## src/hdl/akt_pkg.sv

```systemverilog
// Shared types and constants for the aging key table.
`default_nettype none

package akt_pkg;

    // Default table depth
    localparam int unsigned CAPACITY_DEF = 8;

    // Field widths
    localparam int unsigned KEY_W   = 16;
    localparam int unsigned COMP_W  = 16;
    localparam int unsigned TIMER_W = 16;
    localparam int unsigned FUNC_W  = 3;
    localparam int unsigned COUNT_OUT_W = 4;

    // Operation codes; the two highest codes are no-ops
    typedef enum logic [FUNC_W-1:0] {
        FUNC_APPEND = 3'd0,
        FUNC_REMOVE = 3'd1,
        FUNC_QUERY  = 3'd2,
        FUNC_TICK   = 3'd3,
        FUNC_PURGE  = 3'd4,
        FUNC_CLEAR  = 3'd5
    } t_func;

    // Sequencer states
    typedef enum logic [1:0] {
        ST_IDLE,
        ST_WALK,
        ST_DONE
    } t_state;

    // One table entry as stored in the memory
    typedef struct packed {
        logic [KEY_W-1:0]   key;
        logic [COMP_W-1:0]  comp;
        logic [TIMER_W-1:0] timer;
    } t_entry;

endpackage

`default_nettype wire

```

## src/hdl/akt_mem.sv

```systemverilog
// Entry memory: one write port, one read port with registered read data.
`default_nettype none

module akt_mem
    import akt_pkg::*;
#(
    parameter int unsigned CAPACITY = CAPACITY_DEF,
    localparam int unsigned AW = (CAPACITY > 1) ? $clog2(CAPACITY) : 1
) (
    input  wire logic          i_clk,
    input  wire logic          i_we,
    input  wire logic [AW-1:0] i_waddr,
    input  wire t_entry        i_wdata,
    input  wire logic [AW-1:0] i_raddr,
    output t_entry             o_rdata
);

    t_entry r_mem [CAPACITY];
    t_entry r_rdata;

    // Write port
    always_ff @(posedge i_clk) begin
        if (i_we) begin
            r_mem[i_waddr] <= i_wdata;
        end
    end

    // Read port with registered read data
    always_ff @(posedge i_clk) begin
        r_rdata <= r_mem[i_raddr];
    end

    assign o_rdata = r_rdata;

endmodule

`default_nettype wire

```

## src/hdl/akt_ctrl.sv

```systemverilog
// Sequencer: decodes a transaction, walks the entry memory and holds the result.
`default_nettype none

module akt_ctrl
    import akt_pkg::*;
#(
    parameter int unsigned CAPACITY = CAPACITY_DEF,
    localparam int unsigned AW = (CAPACITY > 1) ? $clog2(CAPACITY) : 1,
    localparam int unsigned CW = $clog2(CAPACITY + 1)
) (
    input  wire logic                   i_clk,
    input  wire logic                   i_rst_n,
    // input channel
    input  wire logic                   i_in_valid,
    output logic                        o_in_stall,
    input  wire logic [FUNC_W-1:0]      i_func,
    input  wire logic [KEY_W-1:0]       i_key_id,
    input  wire logic [COMP_W-1:0]      i_companion_id,
    input  wire logic [TIMER_W-1:0]     i_start_ticks,
    // output channel
    output logic                        o_out_valid,
    input  wire logic                   i_out_stall,
    output logic                        o_hit,
    output logic                        o_dropped,
    output logic [COUNT_OUT_W-1:0]      o_entry_count,
    // memory side
    output logic                        o_mem_we,
    output logic [AW-1:0]               o_mem_waddr,
    output t_entry                      o_mem_wdata,
    output logic [AW-1:0]               o_mem_raddr,
    input  wire t_entry                 i_mem_rdata
);

    t_state                   r_state, n_state;
    t_func                    r_func, n_func;
    logic [KEY_W-1:0]         r_key, n_key;
    logic [CW-1:0]            r_count, n_count;
    logic [CW-1:0]            r_rd_idx, n_rd_idx;
    logic [CW-1:0]            r_wr_idx, n_wr_idx;
    logic                     r_pend, n_pend;
    logic                     r_found, n_found;
    logic                     r_res_hit, n_res_hit;
    logic                     r_res_drop, n_res_drop;
    logic                     r_out_valid, n_out_valid;
    logic                     r_out_hit, n_out_hit;
    logic                     r_out_drop, n_out_drop;
    logic [COUNT_OUT_W-1:0]   r_out_count, n_out_count;

    logic                     issue;
    logic                     keep;
    logic                     match;
    t_entry                   upd;
    t_func                    in_func;

    assign in_func = t_func'(i_func);

    // Control registers
    always_ff @(posedge i_clk) begin
        if (!i_rst_n) begin
            r_state     <= ST_IDLE;
            r_count     <= '0;
            r_pend      <= 1'b0;
            r_out_valid <= 1'b0;
        end else begin
            r_state     <= n_state;
            r_count     <= n_count;
            r_pend      <= n_pend;
            r_out_valid <= n_out_valid;
        end
    end

    // Payload registers
    always_ff @(posedge i_clk) begin
        r_func      <= n_func;
        r_key       <= n_key;
        r_rd_idx    <= n_rd_idx;
        r_wr_idx    <= n_wr_idx;
        r_found     <= n_found;
        r_res_hit   <= n_res_hit;
        r_res_drop  <= n_res_drop;
        r_out_hit   <= n_out_hit;
        r_out_drop  <= n_out_drop;
        r_out_count <= n_out_count;
    end

    // Next state, walk datapath and memory control
    always_comb begin
        n_state     = r_state;
        n_func      = r_func;
        n_key       = r_key;
        n_count     = r_count;
        n_rd_idx    = r_rd_idx;
        n_wr_idx    = r_wr_idx;
        n_pend      = r_pend;
        n_found     = r_found;
        n_res_hit   = r_res_hit;
        n_res_drop  = r_res_drop;
        n_out_hit   = r_out_hit;
        n_out_drop  = r_out_drop;
        n_out_count = r_out_count;
        // output register empties when taken
        n_out_valid = r_out_valid && i_out_stall;

        o_mem_we    = 1'b0;
        o_mem_waddr = r_wr_idx[AW-1:0];
        o_mem_raddr = r_rd_idx[AW-1:0];
        upd         = i_mem_rdata;
        o_mem_wdata = i_mem_rdata;

        issue = r_rd_idx < r_count;
        match = i_mem_rdata.key == r_key;
        keep  = 1'b1;

        unique case (r_state)
            ST_IDLE: begin
                if (i_in_valid) begin
                    n_func     = in_func;
                    n_key      = i_key_id;
                    n_found    = 1'b0;
                    n_res_hit  = 1'b0;
                    n_res_drop = 1'b0;
                    n_rd_idx   = '0;
                    n_wr_idx   = '0;
                    n_pend     = 1'b0;
                    unique case (in_func) inside
                        FUNC_APPEND: begin
                            if (r_count >= CW'(CAPACITY)) begin
                                n_res_drop = 1'b1;
                            end else begin
                                o_mem_we         = 1'b1;
                                o_mem_waddr      = r_count[AW-1:0];
                                o_mem_wdata.key  = i_key_id;
                                o_mem_wdata.comp = i_companion_id;
                                o_mem_wdata.timer = i_start_ticks;
                                n_count          = r_count + CW'(1);
                            end
                            n_state = ST_DONE;
                        end
                        FUNC_CLEAR: begin
                            n_count = '0;
                            n_state = ST_DONE;
                        end
                        FUNC_REMOVE, FUNC_QUERY, FUNC_TICK, FUNC_PURGE: begin
                            n_state = ST_WALK;
                        end
                        default: begin
                            n_state = ST_DONE;
                        end
                    endcase
                end
            end

            ST_WALK: begin
                // issue the next read
                n_pend = issue;
                if (issue) begin
                    n_rd_idx = r_rd_idx + CW'(1);
                end
                // process the entry read last cycle
                if (r_pend) begin
                    case (r_func)
                        FUNC_REMOVE: begin
                            if (!r_found && match) begin
                                n_found = 1'b1;
                                keep    = 1'b0;
                            end
                        end
                        FUNC_QUERY: begin
                            if (match) begin
                                n_found = 1'b1;
                            end
                            keep = 1'b0;
                        end
                        FUNC_TICK: begin
                            if (i_mem_rdata.timer != '0) begin
                                upd.timer = i_mem_rdata.timer - TIMER_W'(1);
                            end
                        end
                        FUNC_PURGE: begin
                            keep = i_mem_rdata.timer != '0;
                        end
                        default: begin
                            keep = 1'b0;
                        end
                    endcase
                    o_mem_wdata = upd;
                    if (keep) begin
                        o_mem_we = 1'b1;
                        n_wr_idx = r_wr_idx + CW'(1);
                    end
                end
                // walk complete
                if (!issue && !r_pend) begin
                    if (r_func == FUNC_REMOVE || r_func == FUNC_PURGE) begin
                        n_count = r_wr_idx;
                    end
                    n_res_hit = r_found;
                    n_state   = ST_DONE;
                end
            end

            ST_DONE: begin
                if (!r_out_valid || !i_out_stall) begin
                    n_out_valid = 1'b1;
                    n_out_hit   = r_res_hit;
                    n_out_drop  = r_res_drop;
                    n_out_count = COUNT_OUT_W'(r_count);
                    n_state     = ST_IDLE;
                end
            end

            default: begin
                n_state = ST_IDLE;
            end
        endcase
    end

    assign o_in_stall    = r_state != ST_IDLE;
    assign o_out_valid   = r_out_valid;
    assign o_hit         = r_out_hit;
    assign o_dropped     = r_out_drop;
    assign o_entry_count = r_out_count;

endmodule

`default_nettype wire

```

## src/hdl/aging_key_table.sv

```systemverilog
// Top level of the aging key table: sequencer plus entry memory.
`default_nettype none

// Ordered table of up to CAPACITY entries (key, companion, countdown timer)
// kept in one synchronous memory. Append, clear and the unused codes pass
// from acceptance straight to the done state and then to the output
// register; remove, query, tick and purge first walk every live entry
// through the single memory read port, one entry per cycle. Remove and
// purge compact the table in the same pass by writing kept entries back at
// a trailing write pointer. One transaction is processed at a time; the
// next is accepted on the cycle after the result is registered, and the
// result can wait in the done state for a stalled output register. The
// memory needs no clearing after reset: only entries below the live count
// are ever processed.
module aging_key_table
    import akt_pkg::*;
#(
    parameter int unsigned CAPACITY = CAPACITY_DEF
) (
    input  wire logic                   i_clk,
    input  wire logic                   i_rst_n,
    input  wire logic                   i_in_valid,
    output logic                        o_in_stall,
    input  wire logic [FUNC_W-1:0]      i_func,
    input  wire logic [KEY_W-1:0]       i_key_id,
    input  wire logic [COMP_W-1:0]      i_companion_id,
    input  wire logic [TIMER_W-1:0]     i_start_ticks,
    output logic                        o_out_valid,
    input  wire logic                   i_out_stall,
    output logic                        o_hit,
    output logic                        o_dropped,
    output logic [COUNT_OUT_W-1:0]      o_entry_count
);

    localparam int unsigned AW = (CAPACITY > 1) ? $clog2(CAPACITY) : 1;

    logic          mem_we;
    logic [AW-1:0] mem_waddr;
    logic [AW-1:0] mem_raddr;
    t_entry        mem_wdata;
    t_entry        mem_rdata;

    // Sequencer
    akt_ctrl #(
        .CAPACITY(CAPACITY)
    ) u_ctrl (
        .i_clk          (i_clk),
        .i_rst_n        (i_rst_n),
        .i_in_valid     (i_in_valid),
        .o_in_stall     (o_in_stall),
        .i_func         (i_func),
        .i_key_id       (i_key_id),
        .i_companion_id (i_companion_id),
        .i_start_ticks  (i_start_ticks),
        .o_out_valid    (o_out_valid),
        .i_out_stall    (i_out_stall),
        .o_hit          (o_hit),
        .o_dropped      (o_dropped),
        .o_entry_count  (o_entry_count),
        .o_mem_we       (mem_we),
        .o_mem_waddr    (mem_waddr),
        .o_mem_wdata    (mem_wdata),
        .o_mem_raddr    (mem_raddr),
        .i_mem_rdata    (mem_rdata)
    );

    // Entry storage
    akt_mem #(
        .CAPACITY(CAPACITY)
    ) u_mem (
        .i_clk   (i_clk),
        .i_we    (mem_we),
        .i_waddr (mem_waddr),
        .i_wdata (mem_wdata),
        .i_raddr (mem_raddr),
        .o_rdata (mem_rdata)
    );

endmodule

`default_nettype wire

```

## config.mk

```make
export PLATFORM = sky130hd
export DESIGN_NAME = aging_key_table
export DESIGN_NICKNAME = d
export VERILOG_FILES = /design/src/hdl/akt_pkg.sv /design/src/hdl/akt_mem.sv /design/src/hdl/akt_ctrl.sv /design/src/hdl/aging_key_table.sv
export SDC_FILE = /design/constraint.sdc
export NUM_CORES = 1
export LEC_CHECK = 0
export ABC_CLOCK_PERIOD_IN_PS = 5900
export BUFFER_PORTS_ARGS = -buffer_cell sky130_fd_sc_hd__buf_2
export CAP_MARGIN = 20
export CORE_MARGIN = 3
export CORE_UTILIZATION = 61
export DETAILED_ROUTE_END_ITERATION = 12
export GPL_TIMING_DRIVEN = 0
export PLACE_DENSITY = 0.79
export RECOVER_POWER = 50
export SLEW_MARGIN = 40
export SYNTH_ARGS = -nofsm -noshare
export SYNTH_HDL_FRONTEND = slang
export SYNTH_SLANG_ARGS = --single-unit
export TNS_END_PERCENT = 100
```

## constraint.sdc

```tcl
create_clock -name i_clk -period 5.9 [get_ports i_clk]
set_input_delay 0.59 -clock i_clk [delete_from_list [all_inputs] [get_ports i_clk]]
set_output_delay 0.59 -clock i_clk [all_outputs]
set_load 0.05 [all_outputs]
```

==> results.cfg <==
[floorplan]
rows = 53
fp.dieW_um = 155
io-pin-count = 63
initial_core_util_pct = 63.1
die-area_um2 = 23900
core_um2 = 21400
die_y_um = 155

[logic_synthesis]
async_reset_ff_share_pct = 0
yosys_register_bits = 332
synth_edf_count = 292
synth_ff_type = edfxtp_1
synth_cells = 753
syn_area_um2 = 13500
ys_types = 65
ys_warn_count = 0
ys_seq_area_share_pct = 71.1
synth.avg_cell_area_um2 = 17.9
synth_fp_nets = 817

[timing]
fin_worst_skew_ns = 0.0206
setup_viol = 0
slew_viol_final = 1
hold_ws_ns = 0.268
hold_violations = 0
rsz0062_at_grt = false
period_share_pct = 70.8
max_freq_mhz = 239
fin_crit_ns = 4.18
tns_ns = 0
worst_slew_pin_slew_ns = 1.49
relSlewSlack_pct = -0.633
fin_ws_ns = 1.72

[global_routing]
grt_pass1_vias = 7973
grt_max_degree = 22
antenna_found_initial = 0
grtUsageTotal_pct = 26.2
grt_pass1_wl_mm = 47.2
overflow = 0

[worst_setup_path]
rrSetupSlack_ns = 1.72
critPathTopFamily = simple AND/OR/NAND/NOR gates
cp_max_fo = 10
r2r_cells = 11
crit_arrival_ns = 4.39
r2r-start = u_ctrl.r_count[3]
worstSetupStartpointType = register
cp_data_required_time_ns = 6.11
crit_slowest_cell = nor4_1
cp-startpoint = u_ctrl.r_count[3]
crit_path_end_kind = register
reg2reg_to = u_mem.r_mem[4][10]
crit_buf_inv = 6
worstSetupPathType = reg -> reg
max_stage_delay_ns = 0.95
path_cells = nor4_1 -> nand3_1 -> clkbuf_1 -> nor3_1 -> a31oi_1 -> nor3_2 -> clkbuf_1 -> buf_2 -> buf_6 -> buf_4 -> buf_4

[layout]
final_nets = 953
syn_to_final_growth_pct = 15.2
drive_gt1_share_pct = 26.6
final_cell_mix = edfxtp_1, mux4_2, clkbuf_1
n_fill_cell = 1253
mostFrequentLayoutCell = edfxtp_1
final_area_um2 = 15500
antenna_cells = 0

[clock_network]
post_cts_buffers = 0
clock-sinks = 332
ctsResizeCount = 0
cts_buffers = 35
cts_tree = built
clkLatencyLatePin_ns = 0.51
clockBufferDepth = 3
clk_pin_slew_ns = 0.06
cts-htree-levels = 2
root_buffer = clkbuf_16
cts_hold_buf = 0

[power]
p_leak_nw = 5.18
switching_share_pct = 24.7
pwr-share-seq_pct = 50.5
share_comb_of_total_power_pct = 12.9
p_sw_mw = 1.41
power_density_nw_per_um2 = 366
clkPwrFrac_pct = 36.6
ir_drop_v = 0.000262
internal_power_mw = 4.28

[hold_path]
hold_end = u_ctrl.r_key[11]
min-delay-start = i_key_id[11]
min_path_cells = 1
min_path_type = in -> reg

[route]
drc = 0
routed_wl_mm = 30.9
wire_per_inst_um = 26.0
first_iter_violations = 910
vias = 7773
drtAntennaViolNets = 0
detail_route.vias_per_cell = 6.54
drtPass1Iterations = 5

[placed_design]
pre_cts_ws_ns = 2.17
placed_area_um2 = 14500
io_buffers = 45
dp_hpwl_mm = 21.0
place_congestion = 0.913

[run_status]
violations = max-capacitance violations, max-slew violations
status = complete, but fails checks

[job]
max_cap_viol_count = 1
[cells by family (layout without fill, tap and decap cells)]
logic type               Yosys count  count (layout)  share of synthesized area [%]
AO/OA/AOI/OAI                     81              81                           4.23
XOR/XNOR                          22              22                           1.43
adder cells (fa/ha/maj)            9               9                          0.836
buffers and inverters             54             215                           1.64
flip-flops                       332             332                           71.1
multiplexers                     117             117                           15.1
AND/OR/NAND/NOR                  138             138                           5.66
[metal layers]
layer / global-route usage [%] / vias to the layer above / wire length (um)
met5: 0 / - / 0
met4: 9.04 / 0 / 937
met3: 4.34 / 89 / 2100
met2: 43.9 / 375 / 15600
met1: 35.4 / 3987 / 12300
li1: - / 3322 / -
[state kept, by name, indices dropped and copies added (netlist names)]
register              cells
u_ctrl.o_dropped          1
u_ctrl.o_entry_count      4
u_ctrl.o_hit              1
u_ctrl.o_out_valid        1
u_ctrl.r_count            4
u_ctrl.r_found            1
u_ctrl.r_func             3
u_ctrl.r_key             16
u_ctrl.r_pend             1
u_ctrl.r_rd_idx           4
u_ctrl.r_res_drop         1
u_ctrl.r_res_hit          1
u_ctrl.r_state            2
u_ctrl.r_wr_idx           4
u_mem.o_rdata            32
u_mem.r_mem             256
[worst register-to-register path, cell delays in order (launching register included)]
cell      delay [ns]
dfxtp_1         0.36
nor4_1          0.95
nand3_1         0.46
clkbuf_1        0.45
nor3_1          0.25
a31oi_1         0.11
nor3_2          0.14
clkbuf_1        0.37
buf_2           0.32
buf_6           0.17
buf_4           0.16
buf_4           0.16
[stage by stage]
stage / total power, mW / util (%) / cells
after detailed placement: 3.65 / 67.8 / 1127
final: 5.68 / 72.6 / 1189
after global placement: 3.60 / 65.7 / 1073
after CTS: 5.72 / 72.9 / 1189
after floorplan: 3.39 / - / 753
after global routing: 5.87 / 72.6 / 1189
[final cells by class]
cell class | count | area (um2) | area share, %
Timing Repair Buffer | 99 | 574 | 3.70
Tap cell | 275 | 344 | 2.22
Sequential cell | 332 | 9570 | 61.7
Inverter | 19 | 71.3 | 0.460
Clock buffer | 44 | 940 | 6.06
Clock inverter | 18 | 151 | 0.976
Buffer | 35 | 149 | 0.960
Multi-Input combinational cell | 367 | 3710 | 23.9
[synth_stat cells (all sizes together), types with 11 or more instances]
master,count,area (um2)
inv,18,67.6
edfxtp,292,8770
a21oi,20,100
nand2,28,108
o21ai,11,55.1
buf,14,70.1
xor2,19,166
clkbuf,21,78.8
dfxtp,40,801
mux4,64,1440
nor2,30,113
mux2,50,567
nand3,11,60.1
nor3,22,115
[how the worst max path moves through the flow]
stage                         end  slack, ns  depth (start not counted)
4_1_cts        u_mem.r_mem[1][35]       2.33                         10
5_1_grt        u_mem.r_mem[3][36]       1.43                         10
3_3_place_gp    u_mem.r_mem[6][7]      -1.22                          7
2_1_floorplan   u_mem.r_mem[7][0]       1.63                          6
3_5_place_dp   u_mem.r_mem[3][32]       2.17                         11
6_report       u_mem.r_mem[4][10]       1.72                         11
[power by group through the flow]
stage / Clock, mW / Combinational (mW) / Sequential (mW)
detailed placement: 0 / 0.734 / 2.91
finish: 2.08 / 0.732 / 2.87
floorplan: 0 / 0.498 / 2.90
global route: 2.20 / 0.790 / 2.88
global placement: 0 / 0.687 / 2.91
CTS: 2.11 / 0.744 / 2.86
(Power assumes the default switching activity.)
